$ cat config.mk
export PLATFORM = sky130hd
export DESIGN_NAME = obstacle_avoid_nav_sequencer_core
export DESIGN_NICKNAME = d
export VERILOG_FILES = /design/src/oans_pkg.sv /design/src/oans_queue.sv /design/src/obstacle_avoid_nav_sequencer_core.sv
export SDC_FILE = /design/constraint.sdc
export NUM_CORES = 1
export LEC_CHECK = 0
export BUFFER_PORTS_ARGS = -buffer_cell sky130_fd_sc_hd__buf_2
export CAP_MARGIN = 5
export CORE_MARGIN = 3
export CORE_UTILIZATION = 45
export DETAILED_ROUTE_END_ITERATION = 12
export PLACE_DENSITY_LB_ADDON = 0.15
export SYNTH_ARGS = -nofsm -noshare
export SYNTH_HDL_FRONTEND = slang
export SYNTH_SLANG_ARGS = --single-unit
$ cat constraint.sdc
create_clock -name clk -period 7.1 [get_ports clk]
set_clock_uncertainty 0.15 [all_clocks]
set_input_delay 1.065 -clock clk [delete_from_list [all_inputs] [get_ports clk]]
set_output_delay 1.065 -clock clk [all_outputs]
set_load 0.005 [all_outputs]
$ cat src/oans_pkg.sv
// shared types and constants of the obstacle avoidance navigation sequencer
`timescale 1ns / 1ps
package oans_pkg;

  localparam int QUEUE_DEPTH   = 6;
  localparam int QCNT_W        = $clog2(QUEUE_DEPTH + 1);
  localparam logic [6:0] REVERSE_SPEED = 7'd50;

  typedef logic [2:0] kind_t;
  typedef logic [2:0] motion_t;
  typedef logic [QCNT_W-1:0] qcnt_t;

  localparam kind_t K_NONE    = 3'd0;
  localparam kind_t K_PAUSE   = 3'd1;
  localparam kind_t K_REVERSE = 3'd2;
  localparam kind_t K_BACKOFF = 3'd3;
  localparam kind_t K_LEFT    = 3'd4;
  localparam kind_t K_RIGHT   = 3'd5;
  localparam kind_t K_UTURN   = 3'd6;

  localparam motion_t MV_STOP  = 3'd0;
  localparam motion_t MV_FWD   = 3'd1;
  localparam motion_t MV_BACK  = 3'd2;
  localparam motion_t MV_LEFT  = 3'd3;
  localparam motion_t MV_RIGHT = 3'd4;

  localparam logic [2:0] SCENE_CLEAR = 3'd0;
  localparam logic [2:0] SCENE_FRONT = 3'd1;
  localparam logic [2:0] SCENE_LEFT  = 3'd2;
  localparam logic [2:0] SCENE_RIGHT = 3'd3;
  localparam logic [2:0] SCENE_ALL   = 3'd4;

  localparam logic [2:0] REG_PAUSE     = 3'd0;
  localparam logic [2:0] REG_REVERSE   = 3'd1;
  localparam logic [2:0] REG_BACKOFF   = 3'd2;
  localparam logic [2:0] REG_TURN90    = 3'd3;
  localparam logic [2:0] REG_TURN180   = 3'd4;
  localparam logic [2:0] REG_CNT_MAX   = 3'd5;
  localparam logic [2:0] REG_SPEED_FWD = 3'd6;
  localparam logic [2:0] REG_SPEED_TRN = 3'd7;

  typedef struct packed {
    logic        front_obst;
    logic        left_obst;
    logic        right_obst;
    logic        mark_edge;
    logic        mark_level;
    logic [31:0] now_ms;
  } in_item_t;

  typedef struct packed {
    logic [2:0] motion;
    logic [6:0] speed_percent;
    logic [7:0] counter_value;
    logic [2:0] scene;
    logic       halted;
    logic       obstacle_led;
    logic       mark_led;
    logic       beep_mark;
    logic       beep_obstacle;
    logic       done_signal;
  } out_item_t;

  typedef struct packed {
    logic  clear;
    logic  pop;
    logic  load;
    qcnt_t load_cnt;
    kind_t load_k0;
    kind_t load_k1;
  } q_ctrl_t;

endpackage

$ cat src/oans_queue.sv
// action queue: shift register of action kinds with clear, load and pop
`timescale 1ns / 1ps
module oans_queue (
  input  logic            clk,
  input  logic            rst_n,
  input  oans_pkg::q_ctrl_t ctrl,
  output oans_pkg::kind_t   head,
  output oans_pkg::qcnt_t   count
);
  import oans_pkg::*;

  kind_t entries_r [QUEUE_DEPTH];
  qcnt_t count_r;

  always_ff @(posedge clk) begin
    if (!rst_n) begin
      count_r <= '0;
    end else if (ctrl.clear) begin
      count_r <= '0;
    end else if (ctrl.load) begin
      count_r <= ctrl.load_cnt;
    end else if (ctrl.pop && count_r != '0) begin
      count_r <= count_r - qcnt_t'(1);
    end
  end

  always_ff @(posedge clk) begin
    if (ctrl.load) begin
      entries_r[0] <= ctrl.load_k0;
      entries_r[1] <= ctrl.load_k1;
    end else if (ctrl.pop) begin
      for (int i = 0; i < QUEUE_DEPTH - 1; i++) begin
        entries_r[i] <= entries_r[i + 1];
      end
    end
  end

  assign head  = entries_r[0];
  assign count = count_r;

endmodule

$ cat src/obstacle_avoid_nav_sequencer_core.sv
// top level of the obstacle avoidance navigation sequencer
//
//  channel | ports                          | direction | payload
//  --------+--------------------------------+-----------+-----------
//  input   | in_valid, in_stall, in_item    | in        | in_item_t
//  result  | out_valid, out_stall, out_item | out       | out_item_t
//  config  | cfg_we, cfg_index, cfg_wdata   | in        | 16 bit
//
// one item per cycle while in_stall is low; each item gives its result item in the cycle after it is accepted
// the whole tick decision is one combinational pass from the state registers
// and the accepted item into the state and output registers
// in_stall is high only while a result item waits and out_stall is high
// synchronous active-low reset; no clearing pass
`timescale 1ns / 1ps
module obstacle_avoid_nav_sequencer_core (
  input  logic                clk,
  input  logic                rst_n,
  input  logic                in_valid,
  output logic                in_stall,
  input  oans_pkg::in_item_t  in_item,
  output logic                out_valid,
  input  logic                out_stall,
  output oans_pkg::out_item_t out_item,
  input  logic                cfg_we,
  input  logic [2:0]          cfg_index,
  input  logic [15:0]         cfg_wdata
);
  import oans_pkg::*;

  // config registers
  logic [15:0] pause_ms_r, reverse_ms_r, backoff_ms_r, turn90_ms_r, turn180_ms_r;
  logic [7:0]  counter_max_r;
  logic [6:0]  speed_forward_r, speed_turn_r;

  // tick state
  logic        act_valid_r, act_valid_nxt;
  kind_t       act_kind_r, act_kind_nxt;
  logic [31:0] act_start_r, act_start_nxt;
  logic [7:0]  mark_count_r, mark_count_nxt;
  logic        count_down_r, count_down_nxt;
  logic [2:0]  scene_r, scene_nxt;
  motion_t     motion_r, motion_nxt;
  logic        halt_r, halt_nxt;
  logic        cd_mode_r, cd_mode_nxt;
  logic        toggle_r, toggle_nxt;
  logic        last_front_r;

  logic        out_valid_r, out_valid_nxt;
  out_item_t   out_item_r, out_item_nxt;

  q_ctrl_t     q_ctrl;
  kind_t       q_head;
  qcnt_t       q_count;

  logic        accept;
  logic        done;
  logic [15:0] dur;
  logic [31:0] elapsed;
  logic [6:0]  speed;
  kind_t       first_kind;

  function automatic motion_t kind_motion(input kind_t k);
    case (k)
      K_REVERSE, K_BACKOFF: kind_motion = MV_BACK;
      K_LEFT:               kind_motion = MV_LEFT;
      K_RIGHT, K_UTURN:     kind_motion = MV_RIGHT;
      default:              kind_motion = MV_STOP;
    endcase
  endfunction

  function automatic logic kind_down(input kind_t k);
    kind_down = (k == K_REVERSE) || (k == K_BACKOFF);
  endfunction

  oans_queue u_queue (
    .clk   (clk),
    .rst_n (rst_n),
    .ctrl  (q_ctrl),
    .head  (q_head),
    .count (q_count)
  );

  assign in_stall = out_valid_r & out_stall;
  assign accept   = in_valid & ~in_stall;

  always_ff @(posedge clk) begin
    if (!rst_n) begin
      pause_ms_r      <= 16'd200;
      reverse_ms_r    <= 16'd600;
      backoff_ms_r    <= 16'd300;
      turn90_ms_r     <= 16'd400;
      turn180_ms_r    <= 16'd800;
      counter_max_r   <= 8'd99;
      speed_forward_r <= 7'd60;
      speed_turn_r    <= 7'd50;
    end else if (cfg_we) begin
      case (cfg_index)
        REG_PAUSE:     pause_ms_r      <= cfg_wdata;
        REG_REVERSE:   reverse_ms_r    <= cfg_wdata;
        REG_BACKOFF:   backoff_ms_r    <= cfg_wdata;
        REG_TURN90:    turn90_ms_r     <= cfg_wdata;
        REG_TURN180:   turn180_ms_r    <= cfg_wdata;
        REG_CNT_MAX:   counter_max_r   <= cfg_wdata[7:0];
        REG_SPEED_FWD: speed_forward_r <= cfg_wdata[6:0];
        REG_SPEED_TRN: speed_turn_r    <= cfg_wdata[6:0];
        default:       ;
      endcase
    end
  end

  always_comb begin
    case (act_kind_r)
      K_PAUSE:         dur = pause_ms_r;
      K_REVERSE:       dur = reverse_ms_r;
      K_BACKOFF:       dur = backoff_ms_r;
      K_LEFT, K_RIGHT: dur = turn90_ms_r;
      K_UTURN:         dur = turn180_ms_r;
      default:         dur = 16'd0;
    endcase
  end

  assign elapsed = in_item.now_ms - act_start_r;

  always_comb begin
    act_valid_nxt  = act_valid_r;
    act_kind_nxt   = act_kind_r;
    act_start_nxt  = act_start_r;
    mark_count_nxt = mark_count_r;
    count_down_nxt = count_down_r;
    scene_nxt      = scene_r;
    motion_nxt     = motion_r;
    halt_nxt       = halt_r;
    cd_mode_nxt    = cd_mode_r;
    toggle_nxt     = toggle_r;
    q_ctrl         = '0;
    done           = 1'b0;
    first_kind     = K_NONE;

    // mark counter
    if (in_item.mark_edge) begin
      if (!count_down_r) begin
        if (mark_count_r < counter_max_r) begin
          mark_count_nxt = mark_count_r + 8'd1;
        end
      end else if (mark_count_r != 8'd0) begin
        mark_count_nxt = mark_count_r - 8'd1;
      end
      if (cd_mode_r && mark_count_nxt == 8'd0) begin
        halt_nxt      = 1'b1;
        act_valid_nxt = 1'b0;
        q_ctrl.clear  = 1'b1;
        motion_nxt    = MV_STOP;
        done          = 1'b1;
      end
    end

    if (halt_nxt) begin
      motion_nxt = MV_STOP;
    end else begin
      // active action timeout
      if (act_valid_r && elapsed >= {16'd0, dur}) begin
        act_valid_nxt = 1'b0;
        motion_nxt    = MV_STOP;
      end
      // start next queued action
      if (!act_valid_nxt && q_count != '0) begin
        q_ctrl.pop     = 1'b1;
        act_kind_nxt   = q_head;
        act_valid_nxt  = 1'b1;
        act_start_nxt  = in_item.now_ms;
        motion_nxt     = kind_motion(q_head);
        count_down_nxt = kind_down(q_head) | cd_mode_r;
      end

      if (act_valid_nxt || q_count != '0) begin
        // busy with a sequence
      end else if (!in_item.front_obst) begin
        scene_nxt = SCENE_CLEAR;
        if (cd_mode_r) begin
          count_down_nxt = 1'b1;
          if (mark_count_nxt == 8'd0) begin
            halt_nxt   = 1'b1;
            motion_nxt = MV_STOP;
            done       = 1'b1;
          end else begin
            motion_nxt = MV_FWD;
          end
        end else begin
          count_down_nxt = 1'b0;
          motion_nxt     = MV_FWD;
        end
      end else begin
        // plan avoidance; first action starts at once, the rest is queued
        q_ctrl.load = 1'b1;
        case ({in_item.left_obst, in_item.right_obst})
          2'b00: begin
            scene_nxt       = SCENE_FRONT;
            cd_mode_nxt     = 1'b0;
            first_kind      = K_PAUSE;
            q_ctrl.load_k0  = K_REVERSE;
            q_ctrl.load_k1  = toggle_r ? K_RIGHT : K_LEFT;
            q_ctrl.load_cnt = qcnt_t'(2);
            toggle_nxt      = ~toggle_r;
          end
          2'b10: begin
            scene_nxt       = SCENE_LEFT;
            cd_mode_nxt     = 1'b0;
            first_kind      = K_BACKOFF;
            q_ctrl.load_k0  = K_RIGHT;
            q_ctrl.load_cnt = qcnt_t'(1);
          end
          2'b01: begin
            scene_nxt       = SCENE_RIGHT;
            cd_mode_nxt     = 1'b0;
            first_kind      = K_BACKOFF;
            q_ctrl.load_k0  = K_LEFT;
            q_ctrl.load_cnt = qcnt_t'(1);
          end
          default: begin
            scene_nxt       = SCENE_ALL;
            cd_mode_nxt     = 1'b1;
            first_kind      = K_BACKOFF;
            q_ctrl.load_k0  = K_UTURN;
            q_ctrl.load_cnt = qcnt_t'(1);
          end
        endcase
        act_kind_nxt   = first_kind;
        act_valid_nxt  = 1'b1;
        act_start_nxt  = in_item.now_ms;
        motion_nxt     = kind_motion(first_kind);
        count_down_nxt = kind_down(first_kind) | cd_mode_nxt;
      end
    end

    if (!accept) begin
      q_ctrl = '0;
    end
  end

  always_comb begin
    case (motion_nxt)
      MV_FWD:            speed = speed_forward_r;
      MV_BACK:           speed = REVERSE_SPEED;
      MV_LEFT, MV_RIGHT: speed = speed_turn_r;
      default:           speed = 7'd0;
    endcase
  end

  always_comb begin
    out_item_nxt.motion        = motion_nxt;
    out_item_nxt.speed_percent = speed;
    out_item_nxt.counter_value = mark_count_nxt;
    out_item_nxt.scene         = scene_nxt;
    out_item_nxt.halted        = halt_nxt;
    out_item_nxt.obstacle_led  = in_item.front_obst | in_item.left_obst |
                                 in_item.right_obst;
    out_item_nxt.mark_led      = in_item.mark_level;
    out_item_nxt.beep_mark     = in_item.mark_edge;
    out_item_nxt.beep_obstacle = in_item.front_obst & ~last_front_r;
    out_item_nxt.done_signal   = done;
  end

  always_comb begin
    if (accept) begin
      out_valid_nxt = 1'b1;
    end else if (!out_stall) begin
      out_valid_nxt = 1'b0;
    end else begin
      out_valid_nxt = out_valid_r;
    end
  end

  always_ff @(posedge clk) begin
    if (!rst_n) begin
      act_valid_r  <= 1'b0;
      act_kind_r   <= K_NONE;
      act_start_r  <= 32'd0;
      mark_count_r <= 8'd0;
      count_down_r <= 1'b0;
      scene_r      <= SCENE_CLEAR;
      motion_r     <= MV_STOP;
      halt_r       <= 1'b0;
      cd_mode_r    <= 1'b0;
      toggle_r     <= 1'b0;
      last_front_r <= 1'b0;
      out_valid_r  <= 1'b0;
    end else begin
      out_valid_r <= out_valid_nxt;
      if (accept) begin
        act_valid_r  <= act_valid_nxt;
        act_kind_r   <= act_kind_nxt;
        act_start_r  <= act_start_nxt;
        mark_count_r <= mark_count_nxt;
        count_down_r <= count_down_nxt;
        scene_r      <= scene_nxt;
        motion_r     <= motion_nxt;
        halt_r       <= halt_nxt;
        cd_mode_r    <= cd_mode_nxt;
        toggle_r     <= toggle_nxt;
        last_front_r <= in_item.front_obst;
      end
    end
  end

  always_ff @(posedge clk) begin
    if (accept) begin
      out_item_r <= out_item_nxt;
    end
  end

  assign out_valid = out_valid_r;
  assign out_item  = out_item_r;

endmodule

Yosys cells after proc, flatten, opt, wreduce, memory -nomap -nowiden
Memory sizes are Yosys's and may differ from the RTL's.
Cells that the tools add are included.
{"block": "word_totals", "reg_bits": 188, "ram_bits": 18, "output_inout_bits": 29, "elab_cells": 201, "memories": 1}
{"block": "op_classes", "n_addsub": 4, "magnitude_cmp": 2, "n_eq_ne": 31, "muxes": 82, "bitwise": 15, "reduce_logical": 35}
{"memory": "u_queue.entries_r", "words": 6, "width": 3, "read_ports": 6, "rd_clocked_by_memory_dff": 0, "wr": 5, "line_no": "oans_queue.sv:12", "rtl": "kind_t entries_r [QUEUE_DEPTH];"}
{"cell": "$mux W32", "count": 3}
{"cell": "$pmux W16 S5", "count": 1}
{"cell": "$mux W3", "count": 22}
{"cell": "$eq A3 B3 Y1 const B", "count": 14}
{"cell": "$mux W1", "count": 41}
{"cell": "$mux W8", "count": 5}
{"cell": "$ge A32 B16 Y1", "count": 1}
{"cell": "$sub A32 B32 Y32", "count": 1}
{"cell": "$eq A3 B2 Y1 const B", "count": 10}
{"cell": "$pmux W3 S3", "count": 3}
{"cell": "$pmux W7 S3", "count": 1}
{"cell": "$mux W10", "count": 2}
{"cell": "$reduce_and A2 Y1", "count": 9}
{"cell": "$logic_not A8 Y1", "count": 2}
{"cell": "$pmux W5 S3", "count": 1}
{"cell": "$reduce_or A2 Y1", "count": 7}
{"cell": "$mux W12", "count": 1}
{"cell": "$mux W11", "count": 1}
{"cell": "$eq A3 B1 Y1 const B", "count": 3}
{"cell": "$add A8 B1 Y8 const B", "count": 1}
{"cell": "$lt A8 B8 Y1", "count": 1}
{"cell": "$reduce_bool A8 Y1", "count": 1}
{"cell": "$sub A8 B1 Y8 const B", "count": 1}
{"cell": "$not A1 Y1", "count": 6}
{"cell": "other kinds (19)", "count": 31}

Logic depth before layout (Yosys ltp)
Gate-level depths: netlist of run 1.
{"block": "logic_depth", "depth_word": 26, "depth_mapped": 22, "depth_no_buf": 20}

Cells and area by module
A second synthesis of run 1 with hierarchy kept.
{"block": "hier_totals", "cells_unflattened": 1490, "hier_area_um2": 11761.3}
{"mod": "obstacle_avoid_nav_sequencer_core", "instances": 1, "cells_per_inst": 1453, "area_per_inst_um2": 11325.9, "seq_area_each_um2": 3973.8}
{"mod": "oans_queue", "instances": 1, "cells_per_inst": 37, "area_per_inst_um2": 435.4, "seq_area_each_um2": 240.2}

Least setup slack after synthesis of run 1
Ideal clock, no wire load.
{"block": "synth_timing", "kind": "input to register", "from": "input port in_item[9] (netlist name)", "to": "register out_item_r, in the netlist out_item[6] (data pin)", "setup_time_ns": 0.260, "arrival_time_ns": 5.392, "required_ns": 6.690, "path_slack_ns": 1.298, "cell_stages": 19, "path_buffers": 2, "path_cell_list": "ha_1 clkbuf_1 nand2_1 o22ai_1 nor4b_1 a21oi_1 xor2_1 ha_1 nand2b_1 a21oi_1 o21ai_0 or4_1 a2111oi_1 nand3_1 or4_4 or4_1 buf_6 nand3_2 mux2_2"}
{"item": "from (decl)", "line_no": "obstacle_avoid_nav_sequencer_core.sv:20", "rtl": "input oans_pkg::in_item_t in_item,"}
{"item": "to (signal assigned)", "line_no": "obstacle_avoid_nav_sequencer_core.sv:307", "rtl": "out_item_r <= out_item_nxt;"}
{"item": "to (decl)", "line_no": "obstacle_avoid_nav_sequencer_core.sv:49", "rtl": "out_item_t out_item_r, out_item_nxt;"}

==> flow_metrics.tcl, run 1 <==
set metrics [dict create \
    result_of_the_run "finished clean" \
    finalWirelength_mm 33.9 \
    worst_slew_pin_slew_ps 1170 \
    synth.top_cells.by_count "nand2_1, a21oi_1, dfxtp_1, clkbuf_1, inv_1" \
    cts_inserted_buffers 17 \
    timing.critical_path.from_type "input pin" \
    drv_slew 0 \
    design.core.area_um2 25500 \
    via_per_inst 5.93 \
    critical-path-top-delay-family "simple AND/OR/NAND/NOR gates" \
    total_number_of_vias 11000 \
    detailedPlace.worstSlack_ps 534 \
    place_congestion 0.956 \
    cts_max_path_buffers 2 \
    die_y_um 168 \
    avgSynthCellArea_um2 7.95 \
    ctsRootBufferMaster "clkbuf_16" \
    timing.slew.headroom_pct 21.9 \
    initial_core_util_pct 46.4 \
    netlist-cell-type-count 89 \
    num-nets-final 1636 \
    antenna_cells_inserted 0 \
    power.leakage_nw 4.83 \
    fmaxAchievable_mhz 163 \
    drive_gt1_share_pct 12.2 \
    report.final.setup_viol 0 \
    nFillCells 2498 \
    power.density_cell_area_nw_per_um2 230 \
    synthesized_instance_count 1490 \
    final_min_period_over_clock_period_pct 86.2 \
    cpMaxStageDelayCell "or4_1" \
    syn-cell-area_um2 11800 \
    max_cap_viol 0 \
    ir_worst_vdd_v 0.000157 \
    ys_seq_elements 193 \
    post-synth-top-count-cell "nand2_1" \
    kind_of_end_point_of_the_critical_path "register" \
    fp-row-count 58 \
    ant_nets 0 \
    insertion_delay_ps 450 \
    cts_repair_resize_count 0 \
    series_of_cell_instances_along_the_critical_path "buf_2, ha_1, nand2_1, o22ai_1, nor4b_1, a21oi_1, xor2_1, ha_1, nand2b_1, a21oi_1, o21ai_0, or4_1, a2111oi_1, nand3_1, or4_4, or4_1, nand3_2, mux2_2" \
    holdBufCountCts 0 \
    global_route_wire_length_before_repair_mm 54.9 \
    rsz_0062_raised_after_global_routing "no" \
    remaining_drc_errors 0 \
    synth.yosys.seq_area_share_pct 35.3 \
    htreeDepth 4 \
    finalCriticalPeriod_ps 6120 \
    tritoncts_clock_tree "done" \
    portBuffers 89 \
    slack_of_the_critical_path_ps 977 \
    synthDominantCellAreaShare_pct 27.2 \
    critPathBufInv 1 \
    finalHoldViolations 0 \
    cts.sinks 193 \
    tns_ps 0 \
    synth-async-reset-ratio_pct 0 \
    required_ps 7130 \
    worst-setup-path-type "input pin to register" \
    yosys_warnings 0 \
    firstDrtPassIters 5 \
    overflow 0 \
    critical_path.max_fanout 9 \
    groute.usage.overall_pct 23.6 \
    synth_top_area_cell "dfxtp_1" \
    floorplan.die_area_um2 28300 \
    post-cts-setup-buffer-count 0 \
    clkSlewWorstSetupHoldPaths_ps 80 \
    design.portCount 90 \
    drt_first_iter_violations 886 \
    final_routed_wire_length_divided_by_cell_count_um 18.3 \
    min-delay-path-class "register to register" \
    grt_pass1_vias 10300 \
    grt_start_max_net_pins 92 \
    chipWidth_um 168 \
    areaGrowthSynthToFinish_pct 9.39 \
    synthTopCellsByArea "dfxtp_1, nand2_1, edfxtp_1" \
    cp.arrival_ps 6150 \
    synth-edff-count 32 \
    postSynth.topFlopCell "dfxtp_1" \
    post_synthesis_net_count 1616 \
    grt_antenna_before_repair 0 \
    hpwlAfterDp_mm 23.6 \
    critical_path.max_stage_delay_ps 760 \
]
## sequential cells by signal (all words and copies together), names as in the netlist, 3 cells and up
name,cells
act_kind_r,3
scene_r,3
mark_count_r,8
turn90_ms_r,16
pause_ms_r,16
speed_turn_r,7
turn180_ms_r,16
backoff_ms_r,16
reverse_ms_r,16
act_start_r,32
u_queue.entries_r,5
motion_r,3
speed_forward_r,7
counter_max_r,8
u_queue.count,3
out_item,27
## power by group
group | leakage [nW] | switching (mW) | total (mW) | internal (mW)
registers | 1.63 | 0.0421 | 1.22 | 1.18
clock network | 0.290 | 0.491 | 0.970 | 0.479
logic | 2.91 | 0.496 | 0.796 | 0.300
total | 4.83 | 1.03 | 2.99 | 1.96
## final cells by class
| cell class | count | area [µm²] | area share [%] |
|---|---|---|---|
| clock buffers | 18 | 439 | 3.39 |
| well taps | 330 | 413 | 3.19 |
| flip-flops and latches | 193 | 4180 | 32.3 |
| inverters | 70 | 265 | 2.05 |
| clock inverters | 14 | 145 | 1.12 |
| repair buffers | 107 | 581 | 4.48 |
| multi-input cells | 1121 | 6930 | 53.5 |
## routing by layer
| layer | vias up | part of all wire [%] | track usage [%] |
|---|---|---|---|
| met5 | - | 0 | 0 |
| met4 | 0 | 1.5 | 6.55 |
| met3 | 42 | 4.4 | 3.45 |
| met2 | 265 | 46 | 37.5 |
| met1 | 5247 | 48 | 33.5 |
| li1 | 5437 | - | - |
## cells in the final DEF, fill, tap and decap left out, drive strengths merged, types with 7 or more instances in the layout
master / n
nor2: 59
xnor2: 16
dfxtp: 161
a221oi: 17
o21ai: 47
a21o: 25
o31ai: 41
and3: 7
buf: 107
mux2: 17
a211oi: 15
nor2b: 22
ha: 64
and2: 9
a21oi: 186
nand3: 44
o21a: 9
nand2: 284
nor3: 22
mux2i: 20
nand2b: 18
inv: 75
xor2: 8
clkbuf: 18
nand4: 50
o22ai: 9
edfxtp: 32
o211ai: 16
nor4: 10
clkinv: 9
or3: 8
## final timing paths
kind | start | to | slack, ps | cells after the start
worst max-delay path | in_item[9] | out_item[7] | 980 | 18
worst min-delay path | backoff_ms_r[11] | backoff_ms_r[11] | 310 | 2
worst max register to register | act_start_r[9] | out_item[7] | 1330 | 18
worst min register to register | backoff_ms_r[11] | backoff_ms_r[11] | 310 | 2
## per-stage QoR
| step | cell area (µm²) | power [mW] | std cells | utilization [%] | hold WS, ps |
|---|---|---|---|---|---|
| final | 13000 | 2.99 | 1853 | 50.7 | 305 |
| after CTS | 13000 | 3.00 | 1853 | 50.7 | 303 |
| after detailed placement | 12400 | 2.03 | 1821 | 48.4 | 292 |
| after global routing | 13000 | 3.16 | 1853 | 50.7 | 322 |
| after global placement | 12400 | 2.03 | 1821 | 48.4 | 288 |
| after floorplan | 11800 | 1.81 | 1490 | - | 282 |
## logic make-up after synthesis
logic type	after synthesis	share of synthesized area (%)
DFF	193	35.3
adders and majority gates	65	6.93
and+or+nand+nor	558	22.3
buffers and inverters	176	6.26
muxes	37	3.41
xor gates and xnor gates	24	1.78
AOI/OAI and AO/OA	437	24.0
## worst min-delay path, cell delays in order (launching register included)
cell	delay [ps]
dfxtp_1	310
nand2_1	50
a21oi_1	50
Note: power is estimated with default switching activity, not from simulation.
==> run 2: changes to the inputs <==
Settings changed: CORE_MARGIN 3 to 1.5.
==> run 2 against run 1 <==
Effect of this change:
- first-iteration DRC count is 18% higher
- clock power is 6% higher
- sequential share of layout area is 0.14 points lower
- register-to-register slack better by 90 ps
- total power is 2.4% higher
- die area is 3.5% lower
- critical path depth is 1 higher
- critical endpoint unchanged
- combinational power is 1% higher
- hold slack worse by 3.8 ps
- maximum frequency is 1.6% higher
- core utilization is 0.50 points lower
- critical path type unchanged
- wire length is 1.7% higher
==> flow_metrics.tcl, run 2 (synthesized netlist as in run 1, its figures left out) <==
set metrics [dict create \
    insertion_delay_ps 450 \
    kind_of_end_point_of_the_critical_path "register" \
    required_ps 7150 \
    timing.reg2reg.worst_path_depth 19 \
    finalWirelength_mm 34.5 \
    pwr-share-clk_pct 33.7 \
    design.portCount 90 \
    final_core_utilization_pct 50.2 \
    slack_of_the_critical_path_ps 1070 \
    portBuffers 89 \
    grt_antenna_before_repair 0 \
    htreeDepth 4 \
    largest_reg_flops 32 \
    critical_path.max_fanout 23 \
    groute.usage.overall_pct 25.2 \
    timing.critical_path.from_type "input pin" \
    hpwlAfterDp_mm 23.7 \
    detailedPlace.worstSlack_ps 659 \
    final_cell_mix "nand2_1, a21oi_1, dfxtp_1, buf_2, inv_1" \
    cts_inserted_buffers 17 \
    via_per_inst 5.98 \
    p_switching_mw 1.06 \
    max_cap_viol 0 \
    ir_worst_vdd_v 0.000125 \
    final_min_period_over_clock_period_pct 84.9 \
    global_route_wire_length_before_repair_mm 54.2 \
    hold_path_end "turn90_ms_r[14]" \
    worst_hold_startpoint "turn90_ms_r[14]" \
    remaining_drc_errors 0 \
    place_congestion 0.927 \
    total_number_of_vias 11100 \
    report.final.setup_viol 0 \
    regMostFlops "act_start_r" \
    areaGrowthSynthToFinish_pct 9.87 \
    tritoncts_clock_tree "done" \
    cts_repair_resize_count 0 \
    post-cts-setup-buffer-count 0 \
    num-nets-final 1636 \
    post-place-cells 1826 \
    floorplan.die_area_um2 27300 \
    power.density_cell_area_nw_per_um2 235 \
    r2r_start "act_start_r[9]" \
    worst_slew_pin_slew_ps 1170 \
    min-delay-path-class "register to register" \
    cp.arrival_ps 6070 \
    grt_start_max_net_pins 66 \
    tns_ps 0 \
    drv_slew 0 \
    overflow 0 \
    internal_power_mw 2.00 \
    fp-row-count 59 \
    power.leakage_nw 4.85 \
    worst-setup-path-type "input pin to register" \
    grt_pass1_vias 10000 \
    rsz_0062_raised_after_global_routing "no" \
    drive_gt1_share_pct 12.3 \
    cts.sinks 193 \
    finalHoldViolations 0 \
    swShare_pct 34.7 \
    combinationalPowerShare_pct 26.3 \
    die_y_um 165 \
    initial_core_util_pct 45.7 \
    final_routed_wire_length_divided_by_cell_count_um 18.6 \
    clkSlewWorstSetupHoldPaths_ps 80 \
    ant_nets 0 \
    r2r_slack_ps 1420 \
    finalCriticalPeriod_ps 6030 \
    finalNonFillerCells 1858 \
    worst_r2r_endpoint "out_item[7]" \
    chipWidth_um 165 \
    power_frac_seq_pct 40.0 \
    result_of_the_run "finished clean" \
    drt_first_iter_violations 1042 \
    timing.slew.headroom_pct 21.8 \
    antenna_cells_inserted 0 \
    fmaxAchievable_mhz 166 \
    holdBufCountCts 0 \
    ctsRootBufferMaster "clkbuf_16" \
    cp-startpoint "in_item[9]" \
    layout_commonest_cell "nand2_1" \
    design.core.area_um2 25900 \
    cts_max_path_buffers 2 \
    whs_path_depth 2 \
    firstDrtPassIters 8 \
]
## run 2: cell types whose count changed in the layout (fill, tap and decap cells not counted), sizes merged
cell / change
bufinv: +1
clkbuf: -1
clkinv: +1
inv: -1
## run 2: through the flow
step	instance area [µm²]	hold WS, ps	total power [mW]
2_1_floorplan	11800	282	1.81
3_3_place_gp	12400	288	2.03
3_5_place_dp	12400	292	2.04
4_1_cts	13000	303	3.06
5_1_grt	13000	315	3.20
6_report	13000	301	3.06
## run 2: worst max-delay path by stage
stage                        endpoint  cells past startpoint
after global routing      out_item[8]                     19
after floorplan           out_item[6]                     19
after CTS                 out_item[7]                     19
final                     out_item[7]                     19
after global placement    out_item[8]                     19
after detailed placement  out_item[7]                     19
## run 2: area by class of cell
type | count | area, µm²
Multi-Input combinational cell | 1121 | 6930
Sequential cell | 193 | 4180
Timing Repair Buffer | 107 | 581
Clock buffer | 17 | 425
Tap cell | 335 | 419
Fill cell | 2535 | 12900
Clock inverter | 15 | 210
Inverter | 70 | 264
## run 2: power groups by stage
stage	clock network, mW	logic (mW)	registers (mW)
6_report	1.03	0.804	1.22
3_3_place_gp	0	0.786	1.25
3_5_place_dp	0	0.791	1.25
4_1_cts	1.05	0.796	1.22
2_1_floorplan	0	0.580	1.23
5_1_grt	1.08	0.887	1.23
## run 2: layer usage
| metal | up-vias | GRT usage [%] | share of wire [%] |
|---|---|---|---|
| li1 | 5428 | - | - |
| met1 | 5299 | 35.9 | 48 |
| met2 | 342 | 39.8 | 46 |
| met3 | 46 | 3.52 | 5.1 |
| met4 | 0 | 6.51 | 1.6 |
| met5 | - | 0 | 0 |
## run 2: worst max-delay path, stage by stage
cell and delay [ps]:
buf_2 110, ha_1 470, nand2_1 160, o22ai_1 240, nor4b_1 90, a21oi_1 420, xor2_1 130, ha_1 220
nand2b_1 130, a21oi_1 110, o21ai_0 90, or4_1 490, a2111oi_1 400, nand3_1 130, or4_4 540, or4_1 520
buf_4 250, nand3_2 140, mux2_2 360
==> run 3: changes to the inputs <==
Settings changed: ABC_AREA from default to 1.
Clock period 7.1 ns to 6.2 ns, I/O delays scaled along.
==> run 3 against run 2 <==
Effect of this change:
- register-to-register slack got worse by 90 ps
- hold slack about the same
- count of clock-buffer cells in the layout increased by 2
==> flow_metrics.tcl, run 3 <==
set metrics [dict create \
    grt_antenna_before_repair 0 \
    finalCriticalPeriod_ps 4870 \
    grt_pass1_vias 9909 \
    layout_commonest_cell "nand2_1" \
    ys_seq_elements 193 \
    regMostFlops "act_start_r" \
    cts_repair_resize_count 0 \
    final_routed_wire_length_divided_by_cell_count_um 14.3 \
    num-nets-final 1885 \
    yosys_warnings 0 \
    cts_inserted_buffers 17 \
    critical_path.max_fanout 19 \
    synth.yosys.seq_area_share_pct 36.1 \
    final.hold.worst_slack_ps 301 \
    floorplan.die_area_um2 26700 \
    synthesized_instance_count 1689 \
    fmaxAchievable_mhz 205 \
    final_min_period_over_clock_period_pct 78.5 \
    power.density_cell_area_nw_per_um2 360 \
    worst-setup-path-type "register to register" \
    final_cell_mix "nand2_1, inv_1, nor2_1, dfxtp_1, o21ai_0" \
    groute.usage.overall_pct 23.5 \
    areaGrowthSynthToFinish_pct 11.2 \
    nFillCells 2581 \
    place_congestion 0.897 \
    design.portCount 90 \
    ctsRootBufferMaster "clkbuf_16" \
    post_dp_cell_area_um2 12300 \
    synth_simple_gate_area_share_pct 27.0 \
    synthTopCellsByArea "dfxtp_1, nand2_1, inv_1" \
    via_per_inst 5.13 \
    ir_worst_vdd_v 0.000179 \
    holdBufCountCts 0 \
    report.final.setup_viol 0 \
    insertion_delay_ps 440 \
    timing.critical_path.from_type "register" \
    postSynth.topFlopCell "dfxtp_1" \
    synth-edff-count 32 \
    post_synth_fa_ha_maj_area_fraction_pct 7.08 \
    required_ps 6240 \
    design.core.area_um2 25300 \
    main_combinational_cell_family_by_area_after_synthesis "simple AND/OR/NAND/NOR gates" \
    global_route_wire_length_before_repair_mm 50.7 \
    portBuffers 89 \
    syn-cell-area_um2 11600 \
    critical_path.max_stage_delay_ps 530 \
    power.leakage_nw 6.15 \
    total_number_of_vias 10800 \
    slack_of_the_critical_path_ps 1330 \
    clkSlewWorstSetupHoldPaths_ps 80 \
    remaining_drc_errors 0 \
    synth_xor_xnor_area_share_pct 1.81 \
    worst_slew_pin_slew_ps 827 \
    cpMaxStageDelayCell "a211oi_1" \
    die_y_um 164 \
    min-delay-path-class "register to register" \
    avgSynthCellArea_um2 6.87 \
    finalHoldViolations 0 \
    yosys-mux-area-fraction_pct 0 \
    largest_reg_flops 32 \
    cp.arrival_ps 4910 \
    initial_core_util_pct 45.9 \
    post-synth-top-count-cell "nand2_1" \
    synth.top_cells.by_count "nand2_1, inv_1, nor2_1, dfxtp_1, o21ai_0" \
    synthDominantCellAreaShare_pct 27.8 \
    finalWirelength_mm 30.1 \
    hpwlAfterDp_mm 22.2 \
    ant_nets 0 \
    overflow 0 \
    drv_slew 0 \
    post_synthesis_net_count 1815 \
    detailedPlace.worstSlack_ps 1040 \
    tns_ps 0 \
    antenna_cells_inserted 0 \
    max_cap_viol 0 \
    synth-async-reset-ratio_pct 0 \
    firstDrtPassIters 5 \
    cts_max_path_buffers 2 \
    fp-row-count 58 \
    drt_first_iter_violations 988 \
    cp_common_cell "nand3_1" \
    result_of_the_run "finished clean" \
    layout.cell_area.non_filler_um2 12900 \
    tritoncts_clock_tree "done" \
    finalNonFillerCells 2102 \
    timing.slew.headroom_pct 44.8 \
    htreeDepth 4 \
    synth_top_area_cell "dfxtp_1" \
    post-place-cells 2070 \
    chipWidth_um 164 \
    drive_gt1_share_pct 10.7 \
    kind_of_end_point_of_the_critical_path "register" \
    rsz_0062_raised_after_global_routing "no" \
    synth_compound_gate_area_share_pct 17.0 \
    grt_start_max_net_pins 88 \
    post-cts-setup-buffer-count 0 \
    cts.sinks 193 \
    netlist-cell-type-count 48 \
]
[run 3: worst paths after layout]
check        slack, ps               end  cells past startpoint             start
max reg2reg       1330      out_item[18]                     25     act_kind_r[2]
min reg2reg        300  turn180_ms_r[11]                      2  turn180_ms_r[11]
max               1330      out_item[18]                     25     act_kind_r[2]
min                300  turn180_ms_r[11]                      2  turn180_ms_r[11]
[run 3: area by class of cell]
type | count | area [µm²] | share of cell area (%)
multi-input combinational | 1174 | 6140 | 47.6
sequential | 193 | 4180 | 32.4
inverter | 270 | 1020 | 7.88
timing repair buffer | 103 | 553 | 4.29
clock buffer | 19 | 454 | 3.52
tap | 330 | 413 | 3.20
clock inverter | 13 | 136 | 1.06
[run 3: kinds of logic (layout without fill, tap and decap cells)]
family	after synthesis	count (layout)
and+or+nand+nor	733	733
DFF	193	193
adders and majority gates	65	65
AOI/OAI and AO/OA	352	352
xor gates and xnor gates	24	24
buffers and inverters	322	405
[run 3: layer usage]
layer  vias to the layer above  global-route usage [%]  share of wire, %
li1                       5605                       -                 -
met1                      4860                    33.8                50
met2                       278                    36.8                43
met3                        41                    3.02               5.2
met4                         0                    6.49               1.7
met5                         -                       0                 0
[run 3: metrics by stage]
stage	utilization [%]	total power [mW]
finish	51.1	4.65
global route	51.1	5.05
CTS	51.1	4.67
detailed placement	48.7	3.55
global placement	48.7	3.52
floorplan	-	3.06
[run 3: worst max-delay path, delay by kind of cell, from the launching register on]
kind,cells,cell delay [ps]
AOI/OAI and AO/OA,4,950
adders and majority gates,1,360
buffers and inverters,3,660
DFF,1,320
and+or+nand+nor,17,2180
[run 3: report_power, final]
| part | total, mW | internal, mW | switching (mW) |
|---|---|---|---|
| Combinational | 2.02 | 0.685 | 1.33 |
| Sequential | 1.52 | 1.45 | 0.0672 |
| Clock | 1.11 | 0.560 | 0.548 |
| Total | 4.65 | 2.70 | 1.95 |
